$ cat config.mk
export PLATFORM = sky130hd
export DESIGN_NAME = stuck_at_fault_netlist_simulator
export DESIGN_NICKNAME = d
export VERILOG_FILES = /design/src/rtl/sfsim_pkg.sv /design/src/rtl/stuck_at_fault_netlist_simulator.sv /design/src/rtl/sfsim_gate_mem.sv /design/src/rtl/sfsim_val_mem.sv /design/src/rtl/sfsim_eval.sv
export SDC_FILE = /design/constraint.sdc
export NUM_CORES = 2
export LEC_CHECK = 0
export BUFFER_PORTS_ARGS = -buffer_cell sky130_fd_sc_hd__buf_4
export CAP_MARGIN = 15
export CORE_MARGIN = 5
export CORE_UTILIZATION = 55
export DETAILED_ROUTE_END_ITERATION = 8
export HOLD_SLACK_MARGIN = 0.03
export PLACE_DENSITY = 0.71
export SLEW_MARGIN = 40
export SYNTH_ARGS = -nofsm -noshare
export SYNTH_HDL_FRONTEND = slang
export SYNTH_SLANG_ARGS = --single-unit
$ cat constraint.sdc
create_clock -name i_clk -period 8.92 [get_ports i_clk]
set_input_delay 2.23 -clock i_clk [delete_from_list [all_inputs] [get_ports i_clk]]
set_output_delay 2.23 -clock i_clk [all_outputs]
set_load 0.02 [all_outputs]
$ cat src/rtl/sfsim_pkg.sv
// Shared types, codes and sizes for the stuck-at fault netlist simulator.
// Used by every module in the rtl folder; depends on nothing else.
`default_nettype none

package sfsim_pkg;

    // Grid geometry and limits.
    localparam int GRID_ROWS   = 8;
    localparam int GRID_COLS   = 8;
    localparam int ROW_W       = 3;
    localparam int COL_W       = 3;
    localparam int CELLS       = GRID_ROWS * GRID_COLS;
    localparam int IDX_W       = ROW_W + COL_W;
    localparam int MAX_FANIN   = 4;
    localparam int FANIN_W     = 3;
    localparam int MAX_OUTPUTS = 8;
    localparam int OUT_IDX_W   = 3;
    localparam int CNT_W       = 4;
    localparam int VEC_W       = 8;

    // Operation codes.
    localparam logic [1:0] OP_LOAD   = 2'd0;
    localparam logic [1:0] OP_APPEND = 2'd1;
    localparam logic [1:0] OP_EVAL   = 2'd2;

    // Gate type codes.
    localparam logic [3:0] GT_EMPTY = 4'd0;
    localparam logic [3:0] GT_AND   = 4'd1;
    localparam logic [3:0] GT_OR    = 4'd2;
    localparam logic [3:0] GT_NOT   = 4'd3;
    localparam logic [3:0] GT_XOR   = 4'd4;
    localparam logic [3:0] GT_NAND  = 4'd5;
    localparam logic [3:0] GT_NOR   = 4'd6;
    localparam logic [3:0] GT_XNOR  = 4'd7;
    localparam logic [3:0] GT_BUF   = 4'd8;
    localparam logic [3:0] GT_INPUT = 4'd9;

    // Status codes.
    localparam logic [2:0] ST_OK      = 3'd0;
    localparam logic [2:0] ST_BAD_SRC = 3'd1;
    localparam logic [2:0] ST_NO_GATE = 3'd2;
    localparam logic [2:0] ST_FULL    = 3'd3;
    localparam logic [2:0] ST_NO_OUTS = 3'd4;

    // Three-valued logic codes.
    localparam logic [1:0] V_ZERO = 2'd0;
    localparam logic [1:0] V_ONE  = 2'd1;
    localparam logic [1:0] V_UNK  = 2'd2;

    // Command transaction payload.
    typedef struct packed {
        logic [1:0]       op;
        logic [ROW_W-1:0] gate_row;
        logic [COL_W-1:0] gate_col;
        logic [3:0]       gate_type;
        logic [2:0]       fanin_count;
        logic [IDX_W-1:0] source_a;
        logic [IDX_W-1:0] source_b;
        logic [IDX_W-1:0] source_c;
        logic [IDX_W-1:0] source_d;
        logic [VEC_W-1:0] input_vector;
        logic             fault_enable;
        logic             fault_value;
    } t_cmd;

    // Result transaction payload.
    typedef struct packed {
        logic [2:0]           status;
        logic [OUT_IDX_W-1:0] output_index;
        logic [1:0]           good_value;
        logic [1:0]           faulty_value;
        logic                 fault_detected;
        logic                 last;
    } t_result;

    // One gate table entry: 31 bits.
    typedef struct packed {
        logic [3:0]                      gtype;
        logic [FANIN_W-1:0]              fanin;
        logic [MAX_FANIN-1:0][IDX_W-1:0] src;
    } t_gate;

    // Good and faulty values of one grid node, kept in one memory word.
    typedef struct packed {
        logic [1:0] faulty;
        logic [1:0] good;
    } t_vpair;

    // Control from the sequencer to the gate evaluator.
    typedef struct packed {
        logic load;
        logic use_a;
        logic use_b;
        logic use_c;
        logic use_d;
    } t_eval_ctl;

    // Sequencer states.
    typedef enum logic [2:0] {
        S_IDLE,
        S_CHK,
        S_RD_AB,
        S_RD_CD,
        S_WRITE,
        S_OUT_RD,
        S_OUT_EMIT
    } t_state;

endpackage

`default_nettype wire

$ cat src/rtl/stuck_at_fault_netlist_simulator.sv
// Stuck-at fault netlist simulator: 8x8 levelized gate grid, good and faulty sweep.
// Load and append: one result in the cycle after acceptance, back to back.
// Evaluate: a fault-site check, then for each of the 64 grid nodes two value-memory read
// pairs and a write back, then a read and an emit for each listed output, then back to
// idle; the node sweep is limited by the two read ports of the value memory.
// Synchronous active-low reset empties the gate table and output list; no receiver stall.
`default_nettype none

module stuck_at_fault_netlist_simulator
    import sfsim_pkg::*;
(
    input  wire logic i_clk,
    input  wire logic i_rst_n,
    input  wire logic start,
    input  wire t_cmd i_cmd,
    output logic      busy,
    output logic      o_valid,
    output t_result   o_result
);

    t_state                r_state;
    t_state                n_state;
    logic [IDX_W-1:0]      r_idx;
    logic [IDX_W-1:0]      n_idx;
    logic [OUT_IDX_W-1:0]  r_k;
    logic [OUT_IDX_W-1:0]  n_k;
    logic [CNT_W-1:0]      r_cnt;
    logic [CNT_W-1:0]      n_cnt;
    logic                  r_valid;
    logic                  n_valid;
    t_result               r_res;
    t_result               n_res;
    logic [IDX_W-1:0]      r_olist [MAX_OUTPUTS];
    logic [IDX_W-1:0]      r_site;
    logic [VEC_W-1:0]      r_vec;
    logic                  r_fen;
    logic                  r_fval;

    logic [IDX_W-1:0]      in_site;
    logic [FANIN_W-1:0]    in_fanin;
    t_gate                 in_gate;
    logic                  bad_src;
    logic                  accept;
    logic                  ol_we;

    logic                  gm_we;
    logic [IDX_W-1:0]      gm_raddr;
    t_gate                 gm_rdata;
    logic                  vm_we;
    logic [IDX_W-1:0]      vm_raddr0;
    logic [IDX_W-1:0]      vm_raddr1;
    t_vpair                vm_rdata0;
    t_vpair                vm_rdata1;
    t_vpair                ev_value;
    t_eval_ctl             ev_ctl;

    assign accept  = start && !busy;
    assign in_site = {i_cmd.gate_row, i_cmd.gate_col};

    // Fan-in saturates at the table limit.
    assign in_fanin = (i_cmd.fanin_count > FANIN_W'(MAX_FANIN)) ?
                      FANIN_W'(MAX_FANIN) : i_cmd.fanin_count;

    assign in_gate = '{gtype: i_cmd.gate_type, fanin: in_fanin,
                       src: {i_cmd.source_d, i_cmd.source_c,
                             i_cmd.source_b, i_cmd.source_a}};

    // Every used source must sit in a strictly earlier row.
    always_comb begin
        bad_src = 1'b0;
        for (int i = 0; i < MAX_FANIN; i++) begin
            if ((FANIN_W'(i) < in_fanin) &&
                (in_gate.src[i][IDX_W-1:COL_W] >= i_cmd.gate_row)) begin
                bad_src = 1'b1;
            end
        end
    end

    sfsim_gate_mem u_gate_mem (
        .i_clk   (i_clk),
        .i_rst_n (i_rst_n),
        .i_we    (gm_we),
        .i_waddr (in_site),
        .i_wdata (in_gate),
        .i_raddr (gm_raddr),
        .o_rdata (gm_rdata)
    );

    sfsim_val_mem u_val_mem (
        .i_clk    (i_clk),
        .i_we     (vm_we),
        .i_waddr  (r_idx),
        .i_wdata  (ev_value),
        .i_raddr0 (vm_raddr0),
        .i_raddr1 (vm_raddr1),
        .o_rdata0 (vm_rdata0),
        .o_rdata1 (vm_rdata1)
    );

    sfsim_eval u_eval (
        .i_clk       (i_clk),
        .i_ctl       (ev_ctl),
        .i_src0      (vm_rdata0),
        .i_src1      (vm_rdata1),
        .i_gate      (gm_rdata),
        .i_idx       (r_idx),
        .i_site      (r_site),
        .i_vec       (r_vec),
        .i_fault_en  (r_fen),
        .i_fault_val (r_fval),
        .o_value     (ev_value)
    );

    // Sequencer: next state, memory addresses and result formation.
    always_comb begin
        n_state   = r_state;
        n_idx     = r_idx;
        n_k       = r_k;
        n_cnt     = r_cnt;
        n_valid   = 1'b0;
        n_res     = '0;
        gm_we     = 1'b0;
        gm_raddr  = r_idx;
        vm_we     = 1'b0;
        vm_raddr0 = gm_rdata.src[0];
        vm_raddr1 = gm_rdata.src[1];
        ev_ctl    = '0;
        ol_we     = 1'b0;
        case (r_state)
            S_IDLE: begin
                gm_raddr = in_site;
                if (accept) begin
                    n_res.last = 1'b1;
                    case (i_cmd.op)
                        OP_LOAD: begin
                            n_valid = 1'b1;
                            if (bad_src) begin
                                n_res.status = ST_BAD_SRC;
                            end else begin
                                gm_we = 1'b1;
                            end
                        end
                        OP_APPEND: begin
                            n_valid = 1'b1;
                            if (r_cnt >= CNT_W'(MAX_OUTPUTS)) begin
                                n_res.status = ST_FULL;
                            end else begin
                                ol_we              = 1'b1;
                                n_res.output_index = r_cnt[OUT_IDX_W-1:0];
                                n_cnt              = r_cnt + CNT_W'(1);
                            end
                        end
                        OP_EVAL: begin
                            if (r_cnt == '0) begin
                                n_valid      = 1'b1;
                                n_res.status = ST_NO_OUTS;
                            end else begin
                                n_state = S_CHK;
                            end
                        end
                        default: begin
                            n_res = '0;
                        end
                    endcase
                end
            end
            S_CHK: begin
                // Gate at the fault site is on the read port now.
                if (r_fen && (gm_rdata.gtype == GT_EMPTY)) begin
                    n_valid      = 1'b1;
                    n_res.status = ST_NO_GATE;
                    n_res.last   = 1'b1;
                    n_state      = S_IDLE;
                end else begin
                    gm_raddr = '0;
                    n_idx    = '0;
                    n_state  = S_RD_AB;
                end
            end
            S_RD_AB: begin
                n_state = S_RD_CD;
            end
            S_RD_CD: begin
                vm_raddr0    = gm_rdata.src[2];
                vm_raddr1    = gm_rdata.src[3];
                ev_ctl.load  = 1'b1;
                ev_ctl.use_a = gm_rdata.fanin > FANIN_W'(0);
                ev_ctl.use_b = gm_rdata.fanin > FANIN_W'(1);
                n_state      = S_WRITE;
            end
            S_WRITE: begin
                ev_ctl.use_c = gm_rdata.fanin > FANIN_W'(2);
                ev_ctl.use_d = gm_rdata.fanin > FANIN_W'(3);
                vm_we        = 1'b1;
                gm_raddr     = r_idx + IDX_W'(1);
                if (r_idx == IDX_W'(CELLS - 1)) begin
                    n_k     = '0;
                    n_state = S_OUT_RD;
                end else begin
                    n_idx   = r_idx + IDX_W'(1);
                    n_state = S_RD_AB;
                end
            end
            S_OUT_RD: begin
                vm_raddr0 = r_olist[r_k];
                n_state   = S_OUT_EMIT;
            end
            S_OUT_EMIT: begin
                n_valid              = 1'b1;
                n_res.output_index   = r_k;
                n_res.good_value     = vm_rdata0.good;
                n_res.faulty_value   = vm_rdata0.faulty;
                n_res.fault_detected = vm_rdata0.good != vm_rdata0.faulty;
                n_res.last           = ({1'b0, r_k} + CNT_W'(1)) == r_cnt;
                if (n_res.last) begin
                    n_state = S_IDLE;
                end else begin
                    n_k     = r_k + OUT_IDX_W'(1);
                    n_state = S_OUT_RD;
                end
            end
            default: begin
                n_state = S_IDLE;
            end
        endcase
    end

    // Control registers.
    always_ff @(posedge i_clk) begin
        if (!i_rst_n) begin
            r_state <= S_IDLE;
            r_cnt   <= '0;
            r_valid <= 1'b0;
        end else begin
            r_state <= n_state;
            r_cnt   <= n_cnt;
            r_valid <= n_valid;
        end
    end

    // Payload registers: counters, captured evaluate command, output list.
    always_ff @(posedge i_clk) begin
        r_idx <= n_idx;
        r_k   <= n_k;
        r_res <= n_res;
        if (accept) begin
            r_site <= in_site;
            r_vec  <= i_cmd.input_vector;
            r_fen  <= i_cmd.fault_enable;
            r_fval <= i_cmd.fault_value;
        end
        if (ol_we) begin
            r_olist[r_cnt[OUT_IDX_W-1:0]] <= in_site;
        end
    end

    assign busy     = (r_state != S_IDLE);
    assign o_valid  = r_valid;
    assign o_result = r_res;

endmodule

`default_nettype wire

$ cat src/rtl/sfsim_gate_mem.sv
// Gate table memory: one write port, one registered read port.
// Per-entry valid bits make never-loaded entries read as empty. Uses sfsim_pkg.
`default_nettype none

module sfsim_gate_mem
    import sfsim_pkg::*;
(
    input  wire logic             i_clk,
    input  wire logic             i_rst_n,
    input  wire logic             i_we,
    input  wire logic [IDX_W-1:0] i_waddr,
    input  wire t_gate            i_wdata,
    input  wire logic [IDX_W-1:0] i_raddr,
    output t_gate                 o_rdata
);

    t_gate            r_mem [CELLS];
    logic [CELLS-1:0] r_valid;
    t_gate            r_rdata;
    logic             r_rvalid;

    // Storage array and registered read.
    always_ff @(posedge i_clk) begin
        if (i_we) begin
            r_mem[i_waddr] <= i_wdata;
        end
        r_rdata <= r_mem[i_raddr];
    end

    // Valid bits, cleared at reset.
    always_ff @(posedge i_clk) begin
        if (!i_rst_n) begin
            r_valid  <= '0;
            r_rvalid <= 1'b0;
        end else begin
            if (i_we) begin
                r_valid[i_waddr] <= 1'b1;
            end
            r_rvalid <= r_valid[i_raddr];
        end
    end

    // An entry never loaded reads as an empty gate.
    assign o_rdata = r_rvalid ? r_rdata : '0;

endmodule

`default_nettype wire

$ cat src/rtl/sfsim_val_mem.sv
// Node value memory holding good and faulty values side by side.
// One write port and two registered read ports. Uses sfsim_pkg.
`default_nettype none

module sfsim_val_mem
    import sfsim_pkg::*;
(
    input  wire logic             i_clk,
    input  wire logic             i_we,
    input  wire logic [IDX_W-1:0] i_waddr,
    input  wire t_vpair           i_wdata,
    input  wire logic [IDX_W-1:0] i_raddr0,
    input  wire logic [IDX_W-1:0] i_raddr1,
    output t_vpair                o_rdata0,
    output t_vpair                o_rdata1
);

    t_vpair r_mem [CELLS];
    t_vpair r_rdata0;
    t_vpair r_rdata1;

    // Write and two registered reads.
    always_ff @(posedge i_clk) begin
        if (i_we) begin
            r_mem[i_waddr] <= i_wdata;
        end
        r_rdata0 <= r_mem[i_raddr0];
        r_rdata1 <= r_mem[i_raddr1];
    end

    assign o_rdata0 = r_rdata0;
    assign o_rdata1 = r_rdata1;

endmodule

`default_nettype wire

$ cat src/rtl/sfsim_eval.sv
// Gate evaluator: gathers source values two at a time and forms the new
// good and faulty node values, with the stuck-at fault applied. Uses sfsim_pkg.
`default_nettype none

module sfsim_eval
    import sfsim_pkg::*;
(
    input  wire logic             i_clk,
    input  wire t_eval_ctl        i_ctl,
    input  wire t_vpair           i_src0,
    input  wire t_vpair           i_src1,
    input  wire t_gate            i_gate,
    input  wire logic [IDX_W-1:0] i_idx,
    input  wire logic [IDX_W-1:0] i_site,
    input  wire logic [VEC_W-1:0] i_vec,
    input  wire logic             i_fault_en,
    input  wire logic             i_fault_val,
    output t_vpair                o_value
);

    // Summary of the sources seen so far for one copy of the circuit.
    typedef struct packed {
        logic zero;
        logic one;
        logic unk;
        logic par;
    } t_acc;

    localparam t_acc ACC_EMPTY = '0;

    t_acc r_acc_g;
    t_acc r_acc_f;
    t_acc n_acc_g;
    t_acc n_acc_f;
    t_acc fin_g;
    t_acc fin_f;
    logic [1:0] val_g;
    logic [1:0] val_f;

    function automatic t_acc acc_add(t_acc a, logic [1:0] v, logic en);
        t_acc r;
        r = a;
        if (en) begin
            r.zero = a.zero | (v == V_ZERO);
            r.one  = a.one  | (v == V_ONE);
            r.unk  = a.unk  | (v[1] == 1'b1);
            r.par  = a.par  ^ v[0];
        end
        return r;
    endfunction

    function automatic logic [1:0] gate_out(t_gate g, logic [IDX_W-1:0] idx,
                                            logic [VEC_W-1:0] vec, t_acc a);
        logic [1:0] r;
        logic       single;
        single = (g.fanin == FANIN_W'(1));
        r = V_UNK;
        case (g.gtype)
            GT_AND:  r = a.zero ? V_ZERO : V_ONE;
            GT_NAND: r = a.zero ? V_ONE : V_ZERO;
            GT_OR:   r = a.one ? V_ONE : V_ZERO;
            GT_NOR:  r = a.one ? V_ZERO : V_ONE;
            GT_XOR:  r = a.unk ? V_UNK : {1'b0, a.par};
            GT_XNOR: r = a.unk ? V_UNK : {1'b0, ~a.par};
            GT_NOT:  r = (!single || a.unk) ? V_UNK : (a.zero ? V_ONE : V_ZERO);
            GT_BUF:  r = (!single || a.unk) ? V_UNK : (a.one ? V_ONE : V_ZERO);
            GT_INPUT: begin
                // Only the row-0 input gates see the input vector.
                if (idx[IDX_W-1:COL_W] == '0) begin
                    r = {1'b0, vec[idx[COL_W-1:0]]};
                end
            end
            default: r = V_UNK;
        endcase
        return r;
    endfunction

    // First pair of sources starts a fresh summary.
    always_comb begin
        n_acc_g = r_acc_g;
        n_acc_f = r_acc_f;
        if (i_ctl.load) begin
            n_acc_g = acc_add(acc_add(ACC_EMPTY, i_src0.good, i_ctl.use_a),
                              i_src1.good, i_ctl.use_b);
            n_acc_f = acc_add(acc_add(ACC_EMPTY, i_src0.faulty, i_ctl.use_a),
                              i_src1.faulty, i_ctl.use_b);
        end
    end

    always_ff @(posedge i_clk) begin
        r_acc_g <= n_acc_g;
        r_acc_f <= n_acc_f;
    end

    // Second pair of sources closes the summary and gives the node value.
    always_comb begin
        fin_g = acc_add(acc_add(r_acc_g, i_src0.good, i_ctl.use_c),
                        i_src1.good, i_ctl.use_d);
        fin_f = acc_add(acc_add(r_acc_f, i_src0.faulty, i_ctl.use_c),
                        i_src1.faulty, i_ctl.use_d);
        val_g = gate_out(i_gate, i_idx, i_vec, fin_g);
        val_f = gate_out(i_gate, i_idx, i_vec, fin_f);
        if (i_fault_en && (i_idx == i_site)) begin
            val_f = {1'b0, i_fault_val};
        end
    end

    assign o_value = '{faulty: val_f, good: val_g};

endmodule

`default_nettype wire

==> impl_metrics.yaml <==
logic_synthesis:
  ys_ff_latch: 2448
  yosys.area.top_type: "edfxtp_1"
  synth_edf_count: 2321
  ys_seq_area_frac: 0.738
  syn_area_mm2: 0.0978
  async_flop_share: 0
  yosys-top-cells-area: "edfxtp_1, mux4_2, dfxtp_1"
  synth_cells: 5598
  ys_types: 83
  ys.flop_type: "edfxtp_1"
  synth_top_area_share: 0.712
  synth_common_cells: "edfxtp_1, nand2_1, mux4_2, mux2i_1, nor2_1"
  avgSynthCellArea_um2: 17.5
  yosysMostFrequentCell: "edfxtp_1"
  ys_warn_count: 0
  synth_nets: 5666
layout:
  instances_no_fill: 8300
  drive_gt1_frac: 0.207
  finalCoreUtilization: 0.630
  nNetsFinal: 5813
  syn_to_final_growth_pct: 13.6
  finalInstanceArea_mm2: 0.111
sta:
  fin_tns_setup_ps: 0
  fmax_ghz: 0.171
  fin_hold_ws_ps: 466
  clock_skew_ps: 43.3
  fin_crit_sh: 0.657
  tightestPinTransition_ps: 966
  period_minus_slack_ps: 5860
  finalMaxSlewViolations: 0
  setup_viol: 0
  setup_ws_ps: 3060
  hold_violations: 0
  grt_setup_unrepaired: "false"
  relSlewSlack: 0.355
placed_design:
  dpl_cell_area_mm2: 0.103
  place_ws_ps: 2130
  gp_congestion: 0.949
  io_buffer_count: 65
  hpwl_um: 169000
  placed_cells: 7846
hold_path:
  holdPathStages: 1
  hold_path.class: "reg -> reg"
route:
  drc_errors: 0
  viasPerCell: 6.69
  wirelength_um: 269000
  routedWlPerCell_um: 32.4
  via_count: 55500
  drt_iter0_drc: 7863
  ant_nets: 0
  dr.pass1.iters: 8
die:
  die_y_um: 432
  start_util: 0.554
  fp-row-count: 154
  die_width_um: 432
  die-area_mm2: 0.186
  io_pins: 66
  coreArea_mm2: 0.176
clocking:
  clock-root-buffer: "clkbuf_16"
  tritoncts: "built"
  h-tree-depth: 4
  cts_setup_buffers: 0
  ctsResizeCount: 0
  clock_latency_ps: 880
  cts_hold_buf: 0
  cts.path.max_buffers: 3
  clock_sinks: 2448
  tritoncts.num_buffers: 235
  clk_transition_reported_paths_ps: 60
setup_path:
  crit_family: "simple AND/OR/NAND/NOR gates"
  required_ps: 9480
  cp.depth: 11
  cp_slowest_cell: "or3_1"
  slowest_delay_ps: 770
  crit_fanout: 65
  crit_type: "in -> reg"
  cp_data_arrival_time_ps: 6420
  critPathBufInv: 3
  r2r_cells: 11
  path_cells: "buf_6 > inv_1 > ha_1 > nand2b_1 > a21oi_1 > nor2b_1 > a2111oi_0 > o2111ai_1 > or3_1 > nor2_4 > buf_8"
  end_kind: "register"
  startpoint_type: "primary input"
grt:
  grt_pass1_wl_um: 387000
  grt_pass1_vias: 53800
  grt_use_total: 0.288
  grt_max_degree: 139
  grt_overflow: 0
  antenna_found_initial: 14
power_and_ir_drop:
  ir_drop_uv: 193
  powerDensity_mw_per_mm2: 218
  p_total_mw: 24.3
  cellLeakagePower_nw: 35.7
job:
  maxCapViolCount: 0
outcome:
  outcome: "complete, no violations"
## logic make-up (layout without fill, tap and decap cells)
kind of cell | after synthesis | after routing | share of synthesized area
compound gates | 782 | 782 | 0.0576
xor+xnor | 22 | 22 | 0.00211
fa+ha+maj | 16 | 16 | 0.00205
buf+inv | 387 | 737 | 0.0195
flops | 2448 | 2448 | 0.738
mux | 715 | 715 | 0.124
other cells | 0 | 12 | 0
simple gates | 1228 | 1228 | 0.0563
## layout make-up
type                    instances  area, um^2
diodes                         12        30.0
clock buffers                 303        6330
clock inverters               137        1390
fillers                     12100       65300
inverters                      21        78.8
multi-input cells            2763       24400
flip-flops and latches       2448       72200
well taps                    2340        2930
repair buffers                276        3750
## metal layers
| layer | track usage | routed length [um] | vias up |
|---|---|---|---|
| met4 | 0.113 | 12000 | 8 |
| li1 | - | - | 22800 |
| met3 | 0.0747 | 30900 | 579 |
| met5 | 0 | 57 | - |
| met1 | 0.399 | 101000 | 28600 |
| met2 | 0.444 | 125000 | 3488 |
## power by group
group	switching, mW	internal (mW)
sequential	0.0677	12.6
clock	4.27	5.68
combinational	1.14	0.523
total	5.48	18.8
## final timing paths
path / start / endpoint / slack, ps
setup / recovery: i_cmd[25] / u_gate_mem.r_mem[3][21]$_DFFE_PP_ / 3060
hold / removal: u_gate_mem.r_valid[22]$_SDFFE_PN0N_ / u_gate_mem.r_valid[22]$_SDFFE_PN0N_ / 470
setup reg to reg: r_idx[3]$_DFFE_PP_ / u_gate_mem.r_rdata[30]$_DFF_P_ / 3770
hold reg to reg: u_gate_mem.r_valid[22]$_SDFFE_PN0N_ / u_gate_mem.r_valid[22]$_SDFFE_PN0N_ / 470
## state kept, by name, indices dropped and copies added, names as in the netlist, named ones only
register / flops
o_valid: 1
u_gate_mem.r_valid: 64
u_eval.r_acc_f: 4
r_idx: 6
r_cnt: 4
r_site: 6
r_olist: 48
r_fval: 1
u_val_mem.o_rdata1: 4
r_state: 3
o_result: 12
r_k: 3
u_eval.r_acc_g: 4
u_gate_mem.r_mem: 1984
u_gate_mem.r_rdata: 31
u_val_mem.o_rdata0: 4
r_vec: 8
u_val_mem.r_mem: 256
u_gate_mem.r_rvalid: 1
r_fen: 1
## placed cells by master (no fill, tap or decap), types with 15 or more instances in the layout
cell and count:
edfxtp_1 2321, nand2_1 574, mux4_2 390, mux2i_1 249, clkbuf_16 240, nand3_1 197, nor2_1 141, buf_4 128
dfxtp_1 127, a221oi_1 110, mux2_2 76, a31oi_1 72, a21oi_1 70, a22oi_1 69, o21a_1 68, o21ai_1 65
nor2_4 64, buf_8 55, o21ai_0 54, clkbuf_1 54, clkinv_2 50, and3_1 46, buf_16 44, o22ai_1 43
clkinv_1 40, nand4_1 39, o211ai_1 36, o2111ai_1 36, or2_2 32, o31a_1 30, buf_6 26, nor2b_1 23
bufinv_16 23, buf_12 23, inv_1 21, nor3_1 18, nand2b_1 18, ha_1 16, a32oi_1 15
Power figures use the tool's default switching activity.
